`src/design/lprd_pkg.sv`:
```
// ----------------------------------------------------------------------------
// lprd_pkg
// shared types and codes for the length-prefixed record deframer
// ----------------------------------------------------------------------------
`default_nettype none

package lprd_pkg;

    // parser phase
    typedef enum logic [2:0] {
        PH_COUNT = 3'd0,
        PH_LEN   = 3'd1,
        PH_DATA  = 3'd2,
        PH_DONE  = 3'd3,
        PH_ERROR = 3'd4
    } t_phase;

    // event codes
    localparam logic [2:0] EV_DATA     = 3'd0;
    localparam logic [2:0] EV_EMPTY    = 3'd1;
    localparam logic [2:0] EV_NOFIELDS = 3'd2;
    localparam logic [2:0] EV_END      = 3'd3;
    localparam logic [2:0] EV_ERROR    = 3'd4;

    // error codes
    localparam logic [2:0] ERR_NONE     = 3'd0;
    localparam logic [2:0] ERR_MISMATCH = 3'd1;
    localparam logic [2:0] ERR_CORRUPT  = 3'd2;
    localparam logic [2:0] ERR_TRUNC    = 3'd3;
    localparam logic [2:0] ERR_TOO_MANY = 3'd4;

    // a field length must fit in 24 bits
    localparam logic [31:0] LEN_HIGH_MASK = 32'hFF00_0000;

    // one input item
    typedef struct packed {
        logic       kind;
        logic [7:0] stream_byte;
    } t_item;

    // one result item
    typedef struct packed {
        logic [2:0] event_res;
        logic [7:0] data_byte;
        logic [7:0] field_index;
        logic       is_header;
        logic       last_in_field;
        logic       last_in_record;
        logic [2:0] error_code;
    } t_result;

endpackage

`default_nettype wire

```
`src/design/lprd_in_reg.sv`:
```
// ----------------------------------------------------------------------------
// lprd_in_reg
// input register stage, refills in the same cycle it is drained
// ----------------------------------------------------------------------------
`default_nettype none

module lprd_in_reg (
    input  wire              i_clk,
    input  wire              i_rst_n,
    input  wire              i_valid,
    input  lprd_pkg::t_item  i_item,
    input  wire              i_take,
    output logic             o_ready,
    output logic             o_valid,
    output lprd_pkg::t_item  o_item
);
    import lprd_pkg::*;

    logic  r_valid;
    t_item r_item;

    assign o_ready = !r_valid || i_take;
    assign o_valid = r_valid;
    assign o_item  = r_item;

    always_ff @(posedge i_clk) begin
        if (!i_rst_n) begin
            r_valid <= 1'b0;
        end else if (o_ready) begin
            r_valid <= i_valid;
        end
    end

    always_ff @(posedge i_clk) begin
        if (o_ready && i_valid) begin
            r_item <= i_item;
        end
    end

endmodule

`default_nettype wire

```
`src/design/lprd_parser.sv`:
```
// ----------------------------------------------------------------------------
// lprd_parser
// record/field state machine, one input item per fire
// ----------------------------------------------------------------------------
`default_nettype none

module lprd_parser #(
    parameter int MAX_FIELDS = 256
) (
    input  wire                i_clk,
    input  wire                i_rst_n,
    input  wire                i_fire,
    input  lprd_pkg::t_item    i_item,
    output logic               o_emit,
    output lprd_pkg::t_result  o_result
);
    import lprd_pkg::*;

    localparam int FW = $clog2(MAX_FIELDS + 1);

    t_phase        r_phase,       n_phase;
    logic [1:0]    r_bow,         n_bow;
    logic [23:0]   r_acc,         n_acc;
    logic [FW-1:0] r_expected,    n_expected;
    logic          r_header_done, n_header_done;
    logic [FW-1:0] r_cur_field,   n_cur_field;
    logic [23:0]   r_bytes_left,  n_bytes_left;

    logic [31:0]   word;
    logic [23:0]   bytes_dec;
    logic          last_field;
    logic          do_fail;
    logic [2:0]    fail_code;
    logic          do_field_done;
    logic [2:0]    fd_event;
    logic [7:0]    fd_byte;

    always_ff @(posedge i_clk) begin
        if (!i_rst_n) begin
            r_phase       <= PH_COUNT;
            r_bow         <= '0;
            r_acc         <= '0;
            r_expected    <= '0;
            r_header_done <= 1'b0;
            r_cur_field   <= '0;
            r_bytes_left  <= '0;
        end else begin
            r_phase       <= n_phase;
            r_bow         <= n_bow;
            r_acc         <= n_acc;
            r_expected    <= n_expected;
            r_header_done <= n_header_done;
            r_cur_field   <= n_cur_field;
            r_bytes_left  <= n_bytes_left;
        end
    end

    always_comb begin
        n_phase       = r_phase;
        n_bow         = r_bow;
        n_acc         = r_acc;
        n_expected    = r_expected;
        n_header_done = r_header_done;
        n_cur_field   = r_cur_field;
        n_bytes_left  = r_bytes_left;
        o_emit        = 1'b0;
        o_result      = '0;
        do_fail       = 1'b0;
        fail_code     = ERR_NONE;
        do_field_done = 1'b0;
        fd_event      = EV_DATA;
        fd_byte       = 8'd0;

        word       = {r_acc, i_item.stream_byte};
        bytes_dec  = r_bytes_left - 24'd1;
        last_field = ({1'b0, r_cur_field} + {{FW{1'b0}}, 1'b1}) >= {1'b0, r_expected};

        if (i_fire) begin
            unique case (r_phase) inside
                PH_COUNT, PH_LEN: begin
                    if (i_item.kind) begin
                        if (r_phase == PH_COUNT && r_bow == 2'd0) begin
                            n_phase           = PH_DONE;
                            o_emit            = 1'b1;
                            o_result.event_res = EV_END;
                        end else begin
                            do_fail   = 1'b1;
                            fail_code = ERR_TRUNC;
                        end
                    end else begin
                        n_acc = word[23:0];
                        n_bow = r_bow + 2'd1;
                        if (r_bow == 2'd3) begin
                            n_acc = '0;
                            if (r_phase == PH_COUNT) begin
                                if (!r_header_done) begin
                                    if (word == 32'd0) begin
                                        n_phase                 = PH_DONE;
                                        o_emit                  = 1'b1;
                                        o_result.event_res      = EV_NOFIELDS;
                                        o_result.is_header      = 1'b1;
                                        o_result.last_in_field  = 1'b1;
                                        o_result.last_in_record = 1'b1;
                                    end else if (word > 32'(MAX_FIELDS)) begin
                                        do_fail   = 1'b1;
                                        fail_code = ERR_TOO_MANY;
                                    end else begin
                                        n_expected  = word[FW-1:0];
                                        n_cur_field = '0;
                                        n_phase     = PH_LEN;
                                    end
                                end else if (word != 32'(r_expected)) begin
                                    do_fail   = 1'b1;
                                    fail_code = ERR_MISMATCH;
                                end else begin
                                    n_cur_field = '0;
                                    n_phase     = PH_LEN;
                                end
                            end else begin
                                if ((word & LEN_HIGH_MASK) != 32'd0) begin
                                    do_fail   = 1'b1;
                                    fail_code = ERR_CORRUPT;
                                end else if (word == 32'd0) begin
                                    do_field_done = 1'b1;
                                    fd_event      = EV_EMPTY;
                                end else begin
                                    n_bytes_left = word[23:0];
                                    n_phase      = PH_DATA;
                                end
                            end
                        end
                    end
                end
                PH_DATA: begin
                    if (i_item.kind) begin
                        do_fail   = 1'b1;
                        fail_code = ERR_TRUNC;
                    end else begin
                        n_bytes_left = bytes_dec;
                        if (bytes_dec == 24'd0) begin
                            do_field_done = 1'b1;
                            fd_event      = EV_DATA;
                            fd_byte       = i_item.stream_byte;
                        end else begin
                            o_emit               = 1'b1;
                            o_result.event_res   = EV_DATA;
                            o_result.data_byte   = i_item.stream_byte;
                            o_result.field_index = 8'(r_cur_field);
                            o_result.is_header   = !r_header_done;
                        end
                    end
                end
                default: ;
            endcase
        end

        // sticky error
        if (do_fail) begin
            n_phase              = PH_ERROR;
            o_emit               = 1'b1;
            o_result.event_res   = EV_ERROR;
            o_result.field_index = 8'(r_cur_field);
            o_result.is_header   = !r_header_done;
            o_result.error_code  = fail_code;
        end

        // close the field, then move to next field or next record
        if (do_field_done) begin
            n_bow                   = '0;
            o_emit                  = 1'b1;
            o_result.event_res      = fd_event;
            o_result.data_byte      = fd_byte;
            o_result.field_index    = 8'(r_cur_field);
            o_result.is_header      = !r_header_done;
            o_result.last_in_field  = 1'b1;
            o_result.last_in_record = last_field;
            if (last_field) begin
                n_cur_field   = '0;
                n_header_done = 1'b1;
                n_phase       = PH_COUNT;
            end else begin
                n_cur_field = r_cur_field + {{(FW-1){1'b0}}, 1'b1};
                n_phase     = PH_LEN;
            end
        end
    end

    a_terminal_sticks: assert property (@(posedge i_clk) disable iff (!i_rst_n)
        (r_phase == PH_ERROR || r_phase == PH_DONE) |=> $stable(r_phase))
        else $error("terminal phase left without reset");

    a_data_has_bytes: assert property (@(posedge i_clk) disable iff (!i_rst_n)
        (r_phase == PH_DATA) |-> (r_bytes_left != 24'd0))
        else $error("content phase with no bytes left");

    a_field_in_range: assert property (@(posedge i_clk) disable iff (!i_rst_n)
        (r_phase == PH_LEN || r_phase == PH_DATA) |-> (r_cur_field < r_expected))
        else $error("field position beyond record count");

endmodule

`default_nettype wire

```
`src/design/lprd_out_reg.sv`:
```
// ----------------------------------------------------------------------------
// lprd_out_reg
// result register, loads when empty or when the held result is taken
// ----------------------------------------------------------------------------
`default_nettype none

module lprd_out_reg (
    input  wire                i_clk,
    input  wire                i_rst_n,
    input  wire                i_load,
    input  wire                i_emit,
    input  lprd_pkg::t_result  i_result,
    input  wire                i_ready,
    output logic               o_can_load,
    output logic               o_valid,
    output lprd_pkg::t_result  o_result
);
    import lprd_pkg::*;

    logic    r_valid;
    t_result r_result;

    assign o_can_load = !r_valid || i_ready;
    assign o_valid    = r_valid;
    assign o_result   = r_result;

    always_ff @(posedge i_clk) begin
        if (!i_rst_n) begin
            r_valid <= 1'b0;
        end else if (i_load) begin
            r_valid <= i_emit;
        end else if (i_ready) begin
            r_valid <= 1'b0;
        end
    end

    always_ff @(posedge i_clk) begin
        if (i_load && i_emit) begin
            r_result <= i_result;
        end
    end

endmodule

`default_nettype wire

```
`src/design/length_prefixed_record_deframer.sv`:
```
// ----------------------------------------------------------------------------
// length_prefixed_record_deframer
// byte-stream deframer for records of length-prefixed fields
// ----------------------------------------------------------------------------
// Takes one byte (or an end-of-input marker) per clock and accepts a new
// transaction every cycle for as long as the output side keeps up. An item
// goes through an input register, combinational parse logic and a result
// register; parsing waits while the result register is full, and the parse
// step takes one byte per fire, which sets the rate of one byte per clock.
// Records are a 4-byte big-endian field count followed, per field, by a
// 4-byte big-endian length and the content bytes. The first record is the
// header and fixes the field count of all later records. Count and length
// bytes produce no output. Content bytes and empty fields come out one per
// transaction, tagged with field position and end-of-field/record marks.
// Errors and end-of-stream are reported once, after which all input is
// swallowed until reset.
// ----------------------------------------------------------------------------
`default_nettype none

module length_prefixed_record_deframer #(
    parameter int MAX_FIELDS = 256
) (
    input  wire         i_clk,
    input  wire         i_rst_n,
    // input stream
    input  wire         i_s_axis_tvalid,
    output logic        o_s_axis_tready,
    input  wire  [7:0]  i_s_axis_tdata,   // [7:0] stream_byte
    input  wire         i_s_axis_tuser,   // [0] kind (1 = end of input)
    // result stream
    output logic        o_m_axis_tvalid,
    input  wire         i_m_axis_tready,
    // [7:0] data_byte, [15:8] field_index, [16] is_header,
    // [17] last_in_field, [20:18] error_code, [23:21] zero
    output logic [23:0] o_m_axis_tdata,
    output logic [2:0]  o_m_axis_tuser,   // [2:0] event_res
    output logic        o_m_axis_tlast    // last_in_record
);
    import lprd_pkg::*;

    t_item   in_item;
    t_item   held_item;
    logic    held_valid;
    logic    can_load;
    logic    fire;
    logic    emit;
    t_result step_result;
    t_result out_result;

    assign in_item.kind        = i_s_axis_tuser;
    assign in_item.stream_byte = i_s_axis_tdata;

    // parse the held byte when the result register has room
    assign fire = held_valid && can_load;

    lprd_in_reg u_in_reg (
        .i_clk   (i_clk),
        .i_rst_n (i_rst_n),
        .i_valid (i_s_axis_tvalid),
        .i_item  (in_item),
        .i_take  (fire),
        .o_ready (o_s_axis_tready),
        .o_valid (held_valid),
        .o_item  (held_item)
    );

    lprd_parser #(
        .MAX_FIELDS (MAX_FIELDS)
    ) u_parser (
        .i_clk    (i_clk),
        .i_rst_n  (i_rst_n),
        .i_fire   (fire),
        .i_item   (held_item),
        .o_emit   (emit),
        .o_result (step_result)
    );

    lprd_out_reg u_out_reg (
        .i_clk      (i_clk),
        .i_rst_n    (i_rst_n),
        .i_load     (fire),
        .i_emit     (emit),
        .i_result   (step_result),
        .i_ready    (i_m_axis_tready),
        .o_can_load (can_load),
        .o_valid    (o_m_axis_tvalid),
        .o_result   (out_result)
    );

    // pack result fields, lowest first
    assign o_m_axis_tdata = {3'b000,
                             out_result.error_code,
                             out_result.last_in_field,
                             out_result.is_header,
                             out_result.field_index,
                             out_result.data_byte};
    assign o_m_axis_tuser = out_result.event_res;
    assign o_m_axis_tlast = out_result.last_in_record;

    // error code is set exactly on error events
    a_error_code_match: assert property (@(posedge i_clk) disable iff (!i_rst_n)
        o_m_axis_tvalid |->
            ((o_m_axis_tuser == EV_ERROR) == (o_m_axis_tdata[20:18] != ERR_NONE)))
        else $error("error code does not match event");

endmodule

`default_nettype wire

```
`config.mk`:
```
export PLATFORM = sky130hd
export DESIGN_NAME = length_prefixed_record_deframer
export DESIGN_NICKNAME = d
export VERILOG_FILES = /design/src/design/lprd_pkg.sv /design/src/design/lprd_in_reg.sv /design/src/design/lprd_parser.sv /design/src/design/lprd_out_reg.sv /design/src/design/length_prefixed_record_deframer.sv
export SDC_FILE = /design/constraint.sdc
export NUM_CORES = 1
export LEC_CHECK = 0
export ABC_AREA = 1
export BUFFER_PORTS_ARGS = -buffer_cell sky130_fd_sc_hd__buf_2
export CAP_MARGIN = 20
export CORE_MARGIN = 2
export CORE_UTILIZATION = 55
export CTS_CLUSTER_SIZE = 30
export DETAILED_ROUTE_END_ITERATION = 12
export GPL_TIMING_DRIVEN = 0
export PLACE_DENSITY_LB_ADDON = 0.2
export SLEW_MARGIN = 10
export SYNTH_ARGS = -nofsm -noshare
export SYNTH_HDL_FRONTEND = slang
export SYNTH_SLANG_ARGS = --single-unit
export TNS_END_PERCENT = 50
```
`constraint.sdc`:
```
create_clock -name i_clk -period 2.9 [get_ports i_clk]
set_clock_uncertainty 0.15 [all_clocks]
set_input_delay 0.29 -clock i_clk [delete_from_list [all_inputs] [get_ports i_clk]]
set_output_delay 0.29 -clock i_clk [all_outputs]
set_load 0.02 [all_outputs]
```
# Word-level counts from Yosys, hierarchy flattened
# Index checks and enable logic that the tools add are counted.
# Widths: inputs -> output; s select.
[word_totals] register_bits=108 inputBits=13 out_inout_bits=30
[classes] addsub=4 n_lt_le_gt_ge=2 eq_ne=19 muxes=111 n_bitwise=5 n_reduce_logical=32
[op_table] cell="$mux 24" count=7
[op_table] cell="$mux 9" count=12
[op_table] cell="$mux 3" count=35
[op_table] cell="$pmux 24 s2" count=1
[op_table] cell="$mux 22" count=2
[op_table] cell="$mux 1" count=35
[op_table] cell="$gt 32x9->1 const B" count=1
[op_table] cell="$logic_not 32->1" count=1
[op_table] cell="$mux 8" count=4
[op_table] cell="$ne 32x9->1" count=1
[op_table] cell="$reduce_and 8->1" count=4
[op_table] cell="$reduce_bool 32->1" count=1
[op_table] cell="$logic_not 24->1" count=1
[op_table] cell="$sub 24x1->24 const B" count=1
[op_table] cell="$mux 20" count=1
[op_table] cell="$mux 17" count=1
[op_table] cell="$mux 16" count=1
[op_table] cell="$mux 2" count=6
[op_table] cell="$pmux 3 s2" count=2
[op_table] cell="$reduce_bool 2->1" count=6
[op_table] cell="$add 9x1->10 const B" count=1
[op_table] cell="$ge 10x9->1" count=1
[op_table] cell="$ne 2x2->1 const B" count=5
[op_table] cell="$ne 5x2->1 const B" count=2
[op_table] cell="other kinds (23)" count=41

# Longest topological paths before layout
# Gate-level depths: netlist of run 1.
[depth] depth_word=12 mapped_depth=20 ltp_nobuf=20

# Cells and area by module
# A second synthesis of run 1 with hierarchy kept.
[hier_totals] cells_unflattened=830 area_unflattened_um2=6029.5
[by_module_without_submodules] mod="lprd_parser" instances=1 cells_per_inst=774 area_per_inst_um2=4868.4
[by_module_without_submodules] mod="lprd_out_reg" instances=1 cells_per_inst=34 area_per_inst_um2=805.8
[by_module_without_submodules] mod="lprd_in_reg" instances=1 cells_per_inst=16 area_per_inst_um2=321.6
[by_module_without_submodules] mod="length_prefixed_record_deframer" instances=1 cells_per_inst=6 area_per_inst_um2=33.8

# Worst setup path after synthesis of run 1
# OpenSTA, ideal clock, no wires.
[synth_path] path_type="register -> register" startpoint="register u_parser.r_bytes_left[0]" endpoint="register u_out_reg.r_result, in the netlist u_out_reg.o_result[0] (enable)" setup_time_ps=498 arrival_time_ps=2368 required_ps=2252 slack_ps=-116 stages_incl_launch_ff=16 period_less_slack_ps=3016 cell_sequence="dfxtp_1 inv_1 ha_1 nand2_4 nor2_8 nand3_1 nand2_1 nand2_2 nor2_4 nand2_2 nor2_4 nand2_1 nand2_1 nand3_1 nand2_1 nand3_1"
[synth_between] elab_chain_cells=9 elab_cells_between_ends=13 classes_between="add/sub (1); mux (10); reduce/logical (2)"
[synth_lines] element="start, declared" line_no="lprd_parser.sv:27" rtl="logic [23:0] r_bytes_left, n_bytes_left;"
[synth_lines] element="start signal, assigned" line_no="lprd_parser.sv:54" rtl="r_bytes_left <= n_bytes_left;"
[synth_lines] element="$sub 24x1->24 *" line_no="lprd_parser.sv:75" rtl="bytes_dec = r_bytes_left - 24'd1;"
[synth_lines] element="$logic_not 24->1 *" line_no="lprd_parser.sv:140" rtl="if (bytes_dec == 24'd0) begin"
[synth_lines] element="$mux 1" line_no="lprd_parser.sv:140"
[synth_lines] element="$mux 1" line_no="lprd_parser.sv:135" rtl="if (i_item.kind) begin"
[synth_lines] element="$pmux 1 s2" line_no="lprd_parser.sv:79" rtl="unique case (r_phase) inside"
[synth_lines] element="$mux 1" line_no="lprd_parser.sv:78" rtl="if (i_fire) begin"
[synth_lines] element="$mux 1" line_no="lprd_parser.sv:158" rtl="if (do_fail) begin"
[synth_lines] element="$mux 1 *" line_no="lprd_parser.sv:168" rtl="if (do_field_done) begin"
[synth_lines] element="$logic_and 1x1->1 *" line_no="lprd_out_reg.sv:38" rtl="if (i_load && i_emit) begin"
[synth_lines] element="end signal, assigned" line_no="lprd_out_reg.sv:39" rtl="r_result <= i_result;"
[synth_lines] element="end, declared" line_no="lprd_out_reg.sv:21" rtl="t_result r_result;"
# Mark *: on every way between the ends. The rest lies on a longest branch, timed or not.
# A chain may end at the register's enable or synchronous reset.

# Worst setup path after layout of run 1
[layout_path] startpoint="register u_parser.r_bytes_left[0]" endpoint="register u_out_reg.r_result, in the netlist u_out_reg.o_result[2] (enable)"
# The elaborated chain is that of the path after synthesis.

==> results.md, run 1 <==
- The routability congestion estimate from global placement is 0.959.
- The switching power is 948 µW.
- The die covers 11800 µm².
- Counting flops and latches in the post-synthesis netlist gives 108.
- The part of the cycle the worst path needs is 94.0%.
- The flow ran to the end, and the final reports show no timing, DRC or antenna violations.
- Clock-pin slew was measured on the worst setup and hold paths at 0.10 ns.
- For this run, the leading register cell type out of synthesis is dfxtp_1.
- The peak clock frequency supported by timing is 0.367 GHz.
- The total global routing track utilization is 28.8%.
- The TritonCTS buffer count is 9.
- The transition time of the tightest slew-check pin is 0.693 ns.
- The total power divided by cell area is 447 nW/µm².
- The worst IR drop on VDD is 0.257 mV.
- The area growth from synthesis to layout is 13.4%.
- In this run, the number of DRC markers left after iteration 0 of detailed routing was 574.
- The routed design could run at a clock period as short as 2.72 ns.
- The number of search-and-repair iterations in the first detailed-routing pass is 7.
- The tree is rooted in a clkbuf_8.
- In this run the worst path has a maximum fanout of 7.
- The final setup slack of the worst path is 0.175 ns.
- For this run, the slowest stage of the critical path takes 0.35 ns.
- The final count of hold timing violations is 0.
- On the critical path, the stage with the largest delay is an instance of dfxtp_1.
- The H-tree was split into 3 levels.
- Global routing finished with a remaining overflow of 0.
- The wire length per cell after detailed routing is 15.7 µm.
- The number of sinks handled by clock tree synthesis is 108.
- For this design the top-level I/O count stands at 43.
- Detailed placement finished with a half-perimeter wire length of 12200 µm.
- The path class of the tightest hold or removal check is in -> reg.
- After synthesis, the mean cell area works out to 7.23 µm².
- In the layout the commonest cells are nand2_1, nor2_1, inv_1.
- On the critical path the largest part of the delay comes from simple AND/OR/NAND/NOR gates.
- The class of the most critical setup path is reg -> reg.
- Setup repair after global routing left no endpoint under its margin.
- The layout net count is 928.
- The mapped cell area is 6030 µm².
- The clock network is responsible for 28.8% of the overall power.
- The data required time at the worst endpoint is 2.87 ns.
- The die boundary width is 109 µm.
- The post-synthesis async set-or-reset flop share is 0%.
- Synthesis instantiated 40 different standard cells from the library.
- For this run, the share of the core covered by cells in the final layout is 63.4%.
- The maximum clock insertion buffer count is 2.
- The via count of the first global-routing pass was 5457.
- The hold slack is 0.0833 ns.
- The total area inside the core boundary comes to 10800 µm².
- Setup violations remaining at the end of the flow were counted as 0.
- The count of synthesis-stage warnings from yosys is 0.
- Using the TritonRoute via totals, the vias-per-cell ratio works out to 5.71.
- TritonCTS built the clock tree.
- The kind of end point of the critical path is a flop.
- The first global-routing pass estimated 26300 µm of wire.
- The fraction of layout instances using a drive strength above 1 is 13.1%.
- Summing over every cut layer, the via total after detailed routing is 5979.
- The floorplan has 38 rows.
- The library cell used most frequently in the layout, excluding fill and tap cells, is nand2_1.
- For this run, design rule violations remaining after detail routing come to 0.
- Once the floorplan was initialized, standard cells occupied 55.9% of the core.
- The post-place setup slack is -0.405 ns.
- The worst setup path is launched from a flop.
- Combinational logic is responsible for 17.3% of the overall power.
- The pin count of the biggest net entering global routing is 18.
- The post-synthesis instance total is 834.
- Counting stages on the worst path, the most repeated cell is nand2_1.
- The leakage component of the power is 0.00295 µW.
- The worst pin sits at a relative slew slack of 53.8%.
- The vertical die dimension is 109 µm.
- Clock latency on the worst-skew pair, taken at its later pin, is 0.39 ns.
- The sequential-to-total area share from yosys stat is 41.5%.
- Traced cell by cell, the critical path runs through inv_2 -> ha_4 -> nand2_4 -> o21ai_1 -> nand2_1 -> nor2_1 -> nand2_1 -> nor2_1 -> nand2_1 -> nor2_2 -> nand2_1 -> nand2_1 -> nand3_1 -> nand2_4 -> nand3_4.
- The total length of routed wires is 16500 µm.
- Port buffering added 39 buffers.
- The number of max-cap violations is 0.
- The arrival time at the worst endpoint is 2.70 ns.
- Of the total power, registers draw 53.9%.
- The synthesized design contains 34 enable-type register cells.
- The final-report max-slew violation count is 0.
- The number of antenna violations at the first check in global routing was 0.
- Together, buffers and inverters on the worst path number 1.
- The switching power as a share of total power is 31.0%.
- The internal power contribution is 2110 µW.
- Once detail routing completed, the nets flagged for antenna violations numbered 0.
==> power by group through the flow <==
stage / clock network (µW) / registers [µW] / logic (µW)
after floorplan: 0 / 1710 / 328
after global placement: 0 / 1680 / 477
after detailed placement: 0 / 1680 / 488
after CTS: 887 / 1650 / 509
after global routing: 952 / 1650 / 585
final: 880 / 1650 / 529
==> stage by stage <==
stage | total power, µW | instances | cell area (µm²) | TNS, ns
after detailed placement | 2170 | 1015 | 6420 | -12.80
after global routing | 3190 | 1046 | 6840 | 0
final | 3060 | 1047 | 6840 | 0
after global placement | 2160 | 1015 | 6420 | -9.85
after CTS | 3040 | 1044 | 6760 | 0
after floorplan | 2040 | 836 | 6050 | 0
==> cell usage after synthesis, types with 10 or more instances <==
cell      instances  area [µm²]
nand4_1          17         106
edfxtp_1         34        1020
a31oi_1          10        62.6
xnor2_1          10        87.6
clkbuf_1         22        82.6
inv_1            83         312
o21ai_0          38         190
nand3_1          68         340
ha_1             14         175
nand2_1         208         781
a21oi_1          65         325
nor2_1          103         387
dfxtp_1          74        1480
==> worst paths after layout <==
path	start	to	slack [ns]	cells after the start
min reg2reg	u_parser.r_acc[16]$_SDFFE_PN0P_	u_parser.r_acc[16]$_SDFFE_PN0P_	0.32	2
max	u_parser.r_bytes_left[0]$_SDFFE_PN0P_	u_out_reg.o_result[2]$_SDFFCE_PN0P_	0.18	15
max reg2reg	u_parser.r_bytes_left[0]$_SDFFE_PN0P_	u_out_reg.o_result[2]$_SDFFCE_PN0P_	0.18	15
min	i_m_axis_tready	u_in_reg.o_valid$_SDFFE_PN0N_	0.08	4
==> layer usage <==
| metal | wire (µm) | GRT usage [%] | share of wire [%] | vias up |
|---|---|---|---|---|
| met5 | 0 | 0 | 0 | - |
| met4 | 351 | 10.9 | 2.1 | 0 |
| met3 | 1440 | 6.40 | 8.7 | 38 |
| met2 | 7610 | 44.3 | 46 | 261 |
| met1 | 7080 | 39.7 | 43 | 2789 |
| li1 | - | - | - | 2891 |
==> registers in the layout, indices dropped and copies added, names as in the netlist <==
register	flops
u_in_reg.o_valid	1
u_parser.r_phase	3
u_parser.r_cur_field	9
u_out_reg.o_result	25
u_parser.r_expected	9
u_out_reg.o_valid	1
u_in_reg.o_item	9
u_parser.r_bow	2
u_parser.r_acc	24
u_parser.r_bytes_left	24
u_parser.r_header_done	1
==> cell type report <==
class,instances,area (µm²)
well taps,140,175
fillers,951,3950
inverters,88,330
plain buffers,31,139
clock buffers,11,141
repair buffers,51,312
diodes,1,2.50
flip-flops and latches,108,2510
clock inverters,5,36.3
multi-input cells,612,3200
==> cells by family (layout without fill, tap and decap cells) <==
logic type / count (synthesis) / count (layout) / share of synthesized area, %
adder cells (fa/ha/maj): 14 / 14 / 2.90
XOR/XNOR: 14 / 14 / 2.03
flip-flops: 108 / 108 / 41.5
buffers and inverters: 119 / 186 / 7.78
other: 1 / 4 / 0.0622
AO/OA/AOI/OAI: 133 / 133 / 12.4
AND/OR/NAND/NOR: 445 / 448 / 33.3
==> worst reg2reg max path: stages (launching register included) <==
cell     delay [ns]
dfxtp_1        0.35
inv_2          0.12
ha_4           0.18
nand2_4        0.10
o21ai_1        0.15
nand2_1        0.10
nor2_1         0.16
nand2_1        0.12
nor2_1         0.11
nand2_1        0.08
nor2_2         0.14
nand2_1        0.13
nand2_1        0.12
nand3_1        0.12
nand2_4        0.17
nand3_4        0.16
==> repair_timing <==
item | in CTS | in global routing
setup buffers | 2 | 1
setup endpoints to repair | 45 | 53
hold buffers | 9 | 0
gates resized for setup | 10 | 19
hold endpoints to repair | 9 | 0
gates cloned | 2 | 1
pin swaps | 4 | 4
Power figures use the tool's default switching activity.
==> run 2, diff against run 1 <==
BUFFER_PORTS_ARGS = -buffer_cell sky130_fd_sc_hd__buf_4   (was -buffer_cell sky130_fd_sc_hd__buf_2)
==> run 2 against run 1 <==
Sequential power hardly changed. Via count shrank 2.6%. Final area is 1.6% higher. Routed wire length decreased by 3.6%. Sequential share of layout area down 0.55 points. Die area unchanged. Register-to-register slack worse by 0.02 ns. Power is 0.66% lower.
==> results.md, run 2 (synthesis results as in run 1) <==
- The relative contribution of sequential cells to total power is 54.3% (+0.4 points).
- The transition time of the tightest slew-check pin is 0.675 ns (-0.0184 ns).
- The wire length per cell after detailed routing is 15.2 µm (-3.5%).
- The total power divided by cell area is 437 nW/µm² (-2.2%).
- The final count of hold timing violations is 0 (unchanged).
- The total grt overflow came to 0 (unchanged).
- The total inserted antenna cells is 0 (-1).
- In the layout the commonest cells are nand2_1, nor2_1, inv_1.
- The clock latency reported for the late side of the worst-skew pair was 0.39 ns (about the same).
- The top fanout value on the critical path is 7 (unchanged).
- The residual DRC count is 0 (unchanged).
- The final total power was 3040 µW (-0.66%).
- The detailed placer's ending HPWL came to 12100 µm (-1.0%).
- The flow ran to the end, and the final reports show no timing, DRC or antenna violations.
- The path class of the tightest hold or removal check is in -> reg.
- The number of search-and-repair iterations in the first detailed-routing pass is 7 (unchanged).
- The number of H-tree levels is 3 (unchanged).
- The row count is 38 (unchanged).
- The via count is 5822 (-2.6%).
- The leakage component of the power is 0.00299 µW (+1.5%).
- The vertical die dimension was 109 µm (unchanged).
- The final count of negative-setup-slack endpoints is 0 (unchanged).
- The count of non-filler cells in the finished layout is 1046 (-0.096%).
- The die boundary width is 109 µm (unchanged).
- The fraction of layout instances using a drive strength above 1 is 13.5% (+0.33 points).
- The die outline area is 11800 µm² (unchanged).
- The delay of the slowest cell on the worst path was 0.39 ns (+0.04 ns).
- The maximum clock insertion buffer count was 2 (unchanged).
- The number of buffers added on ports is 39 (unchanged).
- The number of sinks handled by clock tree synthesis came to 108 (unchanged).
- The final standard cell area without fillers is 6950 µm² (+1.6%).
- The flip-flop count of the largest register, all copies and words added was 25 (unchanged).
- The clock root buffer master is clkbuf_8.
- The arrival time at the worst endpoint is 2.70 ns (about the same).
- The post-place setup slack came to -0.441 ns (-0.0360 ns).
- The data required time at the worst endpoint was 2.86 ns (about the same).
- The switching power was 934 µW (-1.5%).
- The switching power as a share of total power came to 30.8% (-0.26 points).
- The placed cell count is 1015 (unchanged).
- The most frequent standard cell in the layout excluding fill and tap cells is nand2_1.
- The pin count of the biggest net entering global routing is 19 (+1).
- The element type at the critical path start is a flop.
- The peak clock frequency supported by timing is 0.365 GHz (-0.68%).
- The number of antenna violations at the first check in global routing was 0 (unchanged).
- The worst IR drop on VDD was 0.452 mV (+76%).
- The final setup slack of the worst path is 0.157 ns (-0.0187 ns).
- The final-report max-slew violation count is 0 (unchanged).
- STA classifies the critical path endpoint as a flop.
- The count of nets left with antenna violations after detail routing is 0 (unchanged).
- The total length of routed wires was 15900 µm (-3.6%).
- TritonCTS built the clock tree.
- Among all stages on the critical path, the largest delay is contributed by dfxtp_1.
- The cell area after placement came to 6510 µm² (+1.5%).
- The part of the total power dissipated in combinational logic is 17.8% (+0.5 points).
- The number of ports placed on the die boundary is 43 (unchanged).
- The core box area came to 10800 µm² (unchanged).
- The end-of-flow core utilization was 64.4% (+1.0 points).
- The number of max-cap violations came to 0 (unchanged).
- The clock-pin slew on the worst setup and hold paths was 0.10 ns (about the same).
- The layout net count is 928 (unchanged).
- The clock power share was 27.9% (-0.9 points).
- The area growth from synthesis to final layout is 15.3%.
- The total global routing track utilization came to 28.0% (-0.79 points).
- The class of the most critical setup path is reg -> reg.
- The signal on the critical path passes through inv_2 -> ha_4 -> nand2_4 -> inv_1 -> nand3_1 -> nand2_1 -> nor2_1 -> nand2_1 -> nor2_1 -> nand2_1 -> nor2_2 -> nand2_1 -> nand2_1 -> nand3_1 -> nand2_4 -> nand3_4.
- The via count of the first global-routing pass was 5204 (-4.6%).
- The critical path's most frequent cell is nand2_1.
- The ratio of routed vias to standard cells was 5.57 (-2.5%).
- The TritonCTS buffer count is 9 (unchanged).
- The routability congestion estimate from global placement was 0.970 (+1.1%).
- The part of the cycle the worst path needs is 94.6% (+0.64 points).
- The global-route wire length before repair is 25500 µm (-2.8%).
- The relative slew slack was 55.0% (+1.2 points).
- The count of routing violations after the opening detailed-route iteration is 450 (-22%).
- The post-route minimum period is 2.74 ns (+0.0187 ns).
- The starting density of the core is 55.9% (unchanged).
- The internal power contribution was 2100 µW (-0.29%).
- The number of fillers in the final layout is 939 (-1.3%).
run 2: layout make-up:
cell class | count | area [µm²] | share of cell area, %
multi-input cells | 613 | 3220 | 46.4
flip-flops and latches | 108 | 2510 | 36.1
inverters | 88 | 330 | 4.75
clock buffers | 9 | 124 | 1.78
clock inverters | 7 | 50.0 | 0.720
repair buffers | 50 | 398 | 5.72
well taps | 140 | 175 | 2.52
plain buffers | 31 | 139 | 2.00
run 2: power by group through the flow:
| stage | combinational, µW | sequential [µW] | clock (µW) |
|---|---|---|---|
| floorplan | 328 | 1710 | 0 |
| global placement | 495 | 1680 | 0 |
| detailed placement | 506 | 1680 | 0 |
| CTS | 530 | 1650 | 868 |
| global route | 597 | 1650 | 920 |
| finish | 542 | 1650 | 846 |
run 2: what timing repair did:
action / in CTS / in global routing
endpoints found under the hold margin: 9 / 0
setup endpoints to repair: 45 / 53
hold buffers: 9 / 0
setup buffers: 0 / 2
resized for setup: 10 / 24
gates cloned: 3 / 1
pin swaps: 1 / 9
run 2: per-layer routing:
metal | wire (µm) | global-route usage (%) | vias to the layer above | part of all wire, %
li1 | - | - | 2893 | -
met1 | 7180 | 39.6 | 2713 | 45
met2 | 7280 | 43.4 | 200 | 46
met3 | 1200 | 6.52 | 16 | 7.6
met4 | 220 | 7.14 | 0 | 1.4
met5 | 0 | 0 | - | 0
run 2: critical path, delay by kind of cell (launching register included):
family	cells	cell delay (ns)
adder cells (fa/ha/maj)	1	0.19
AND/OR/NAND/NOR	13	1.57
flip-flops	1	0.39
buffers and inverters	2	0.15
run 2: path summary, 6_finish.rpt:
kind	endpoint	slack, ns	cells after the start	from
setup / recovery	u_out_reg.o_result[21]$_DFFE_PP_	0.16	16	u_parser.r_bytes_left[0]$_SDFFE_PN0P_
hold / removal	u_in_reg.o_valid$_SDFFE_PN0N_	0.09	3	i_s_axis_tvalid
setup reg to reg	u_out_reg.o_result[21]$_DFFE_PP_	0.16	16	u_parser.r_bytes_left[0]$_SDFFE_PN0P_
hold reg to reg	u_parser.r_acc[21]$_SDFFE_PN0P_	0.32	2	u_parser.r_acc[21]$_SDFFE_PN0P_
run 2: stage by stage:
stage,hold slack (ns),setup TNS [ns]
6_report,0.0938,0
3_5_place_dp,0.308,-13.64
4_1_cts,0.0706,0
5_1_grt,0.0946,-0.00639
3_3_place_gp,0.306,-10.18
2_1_floorplan,0.239,0
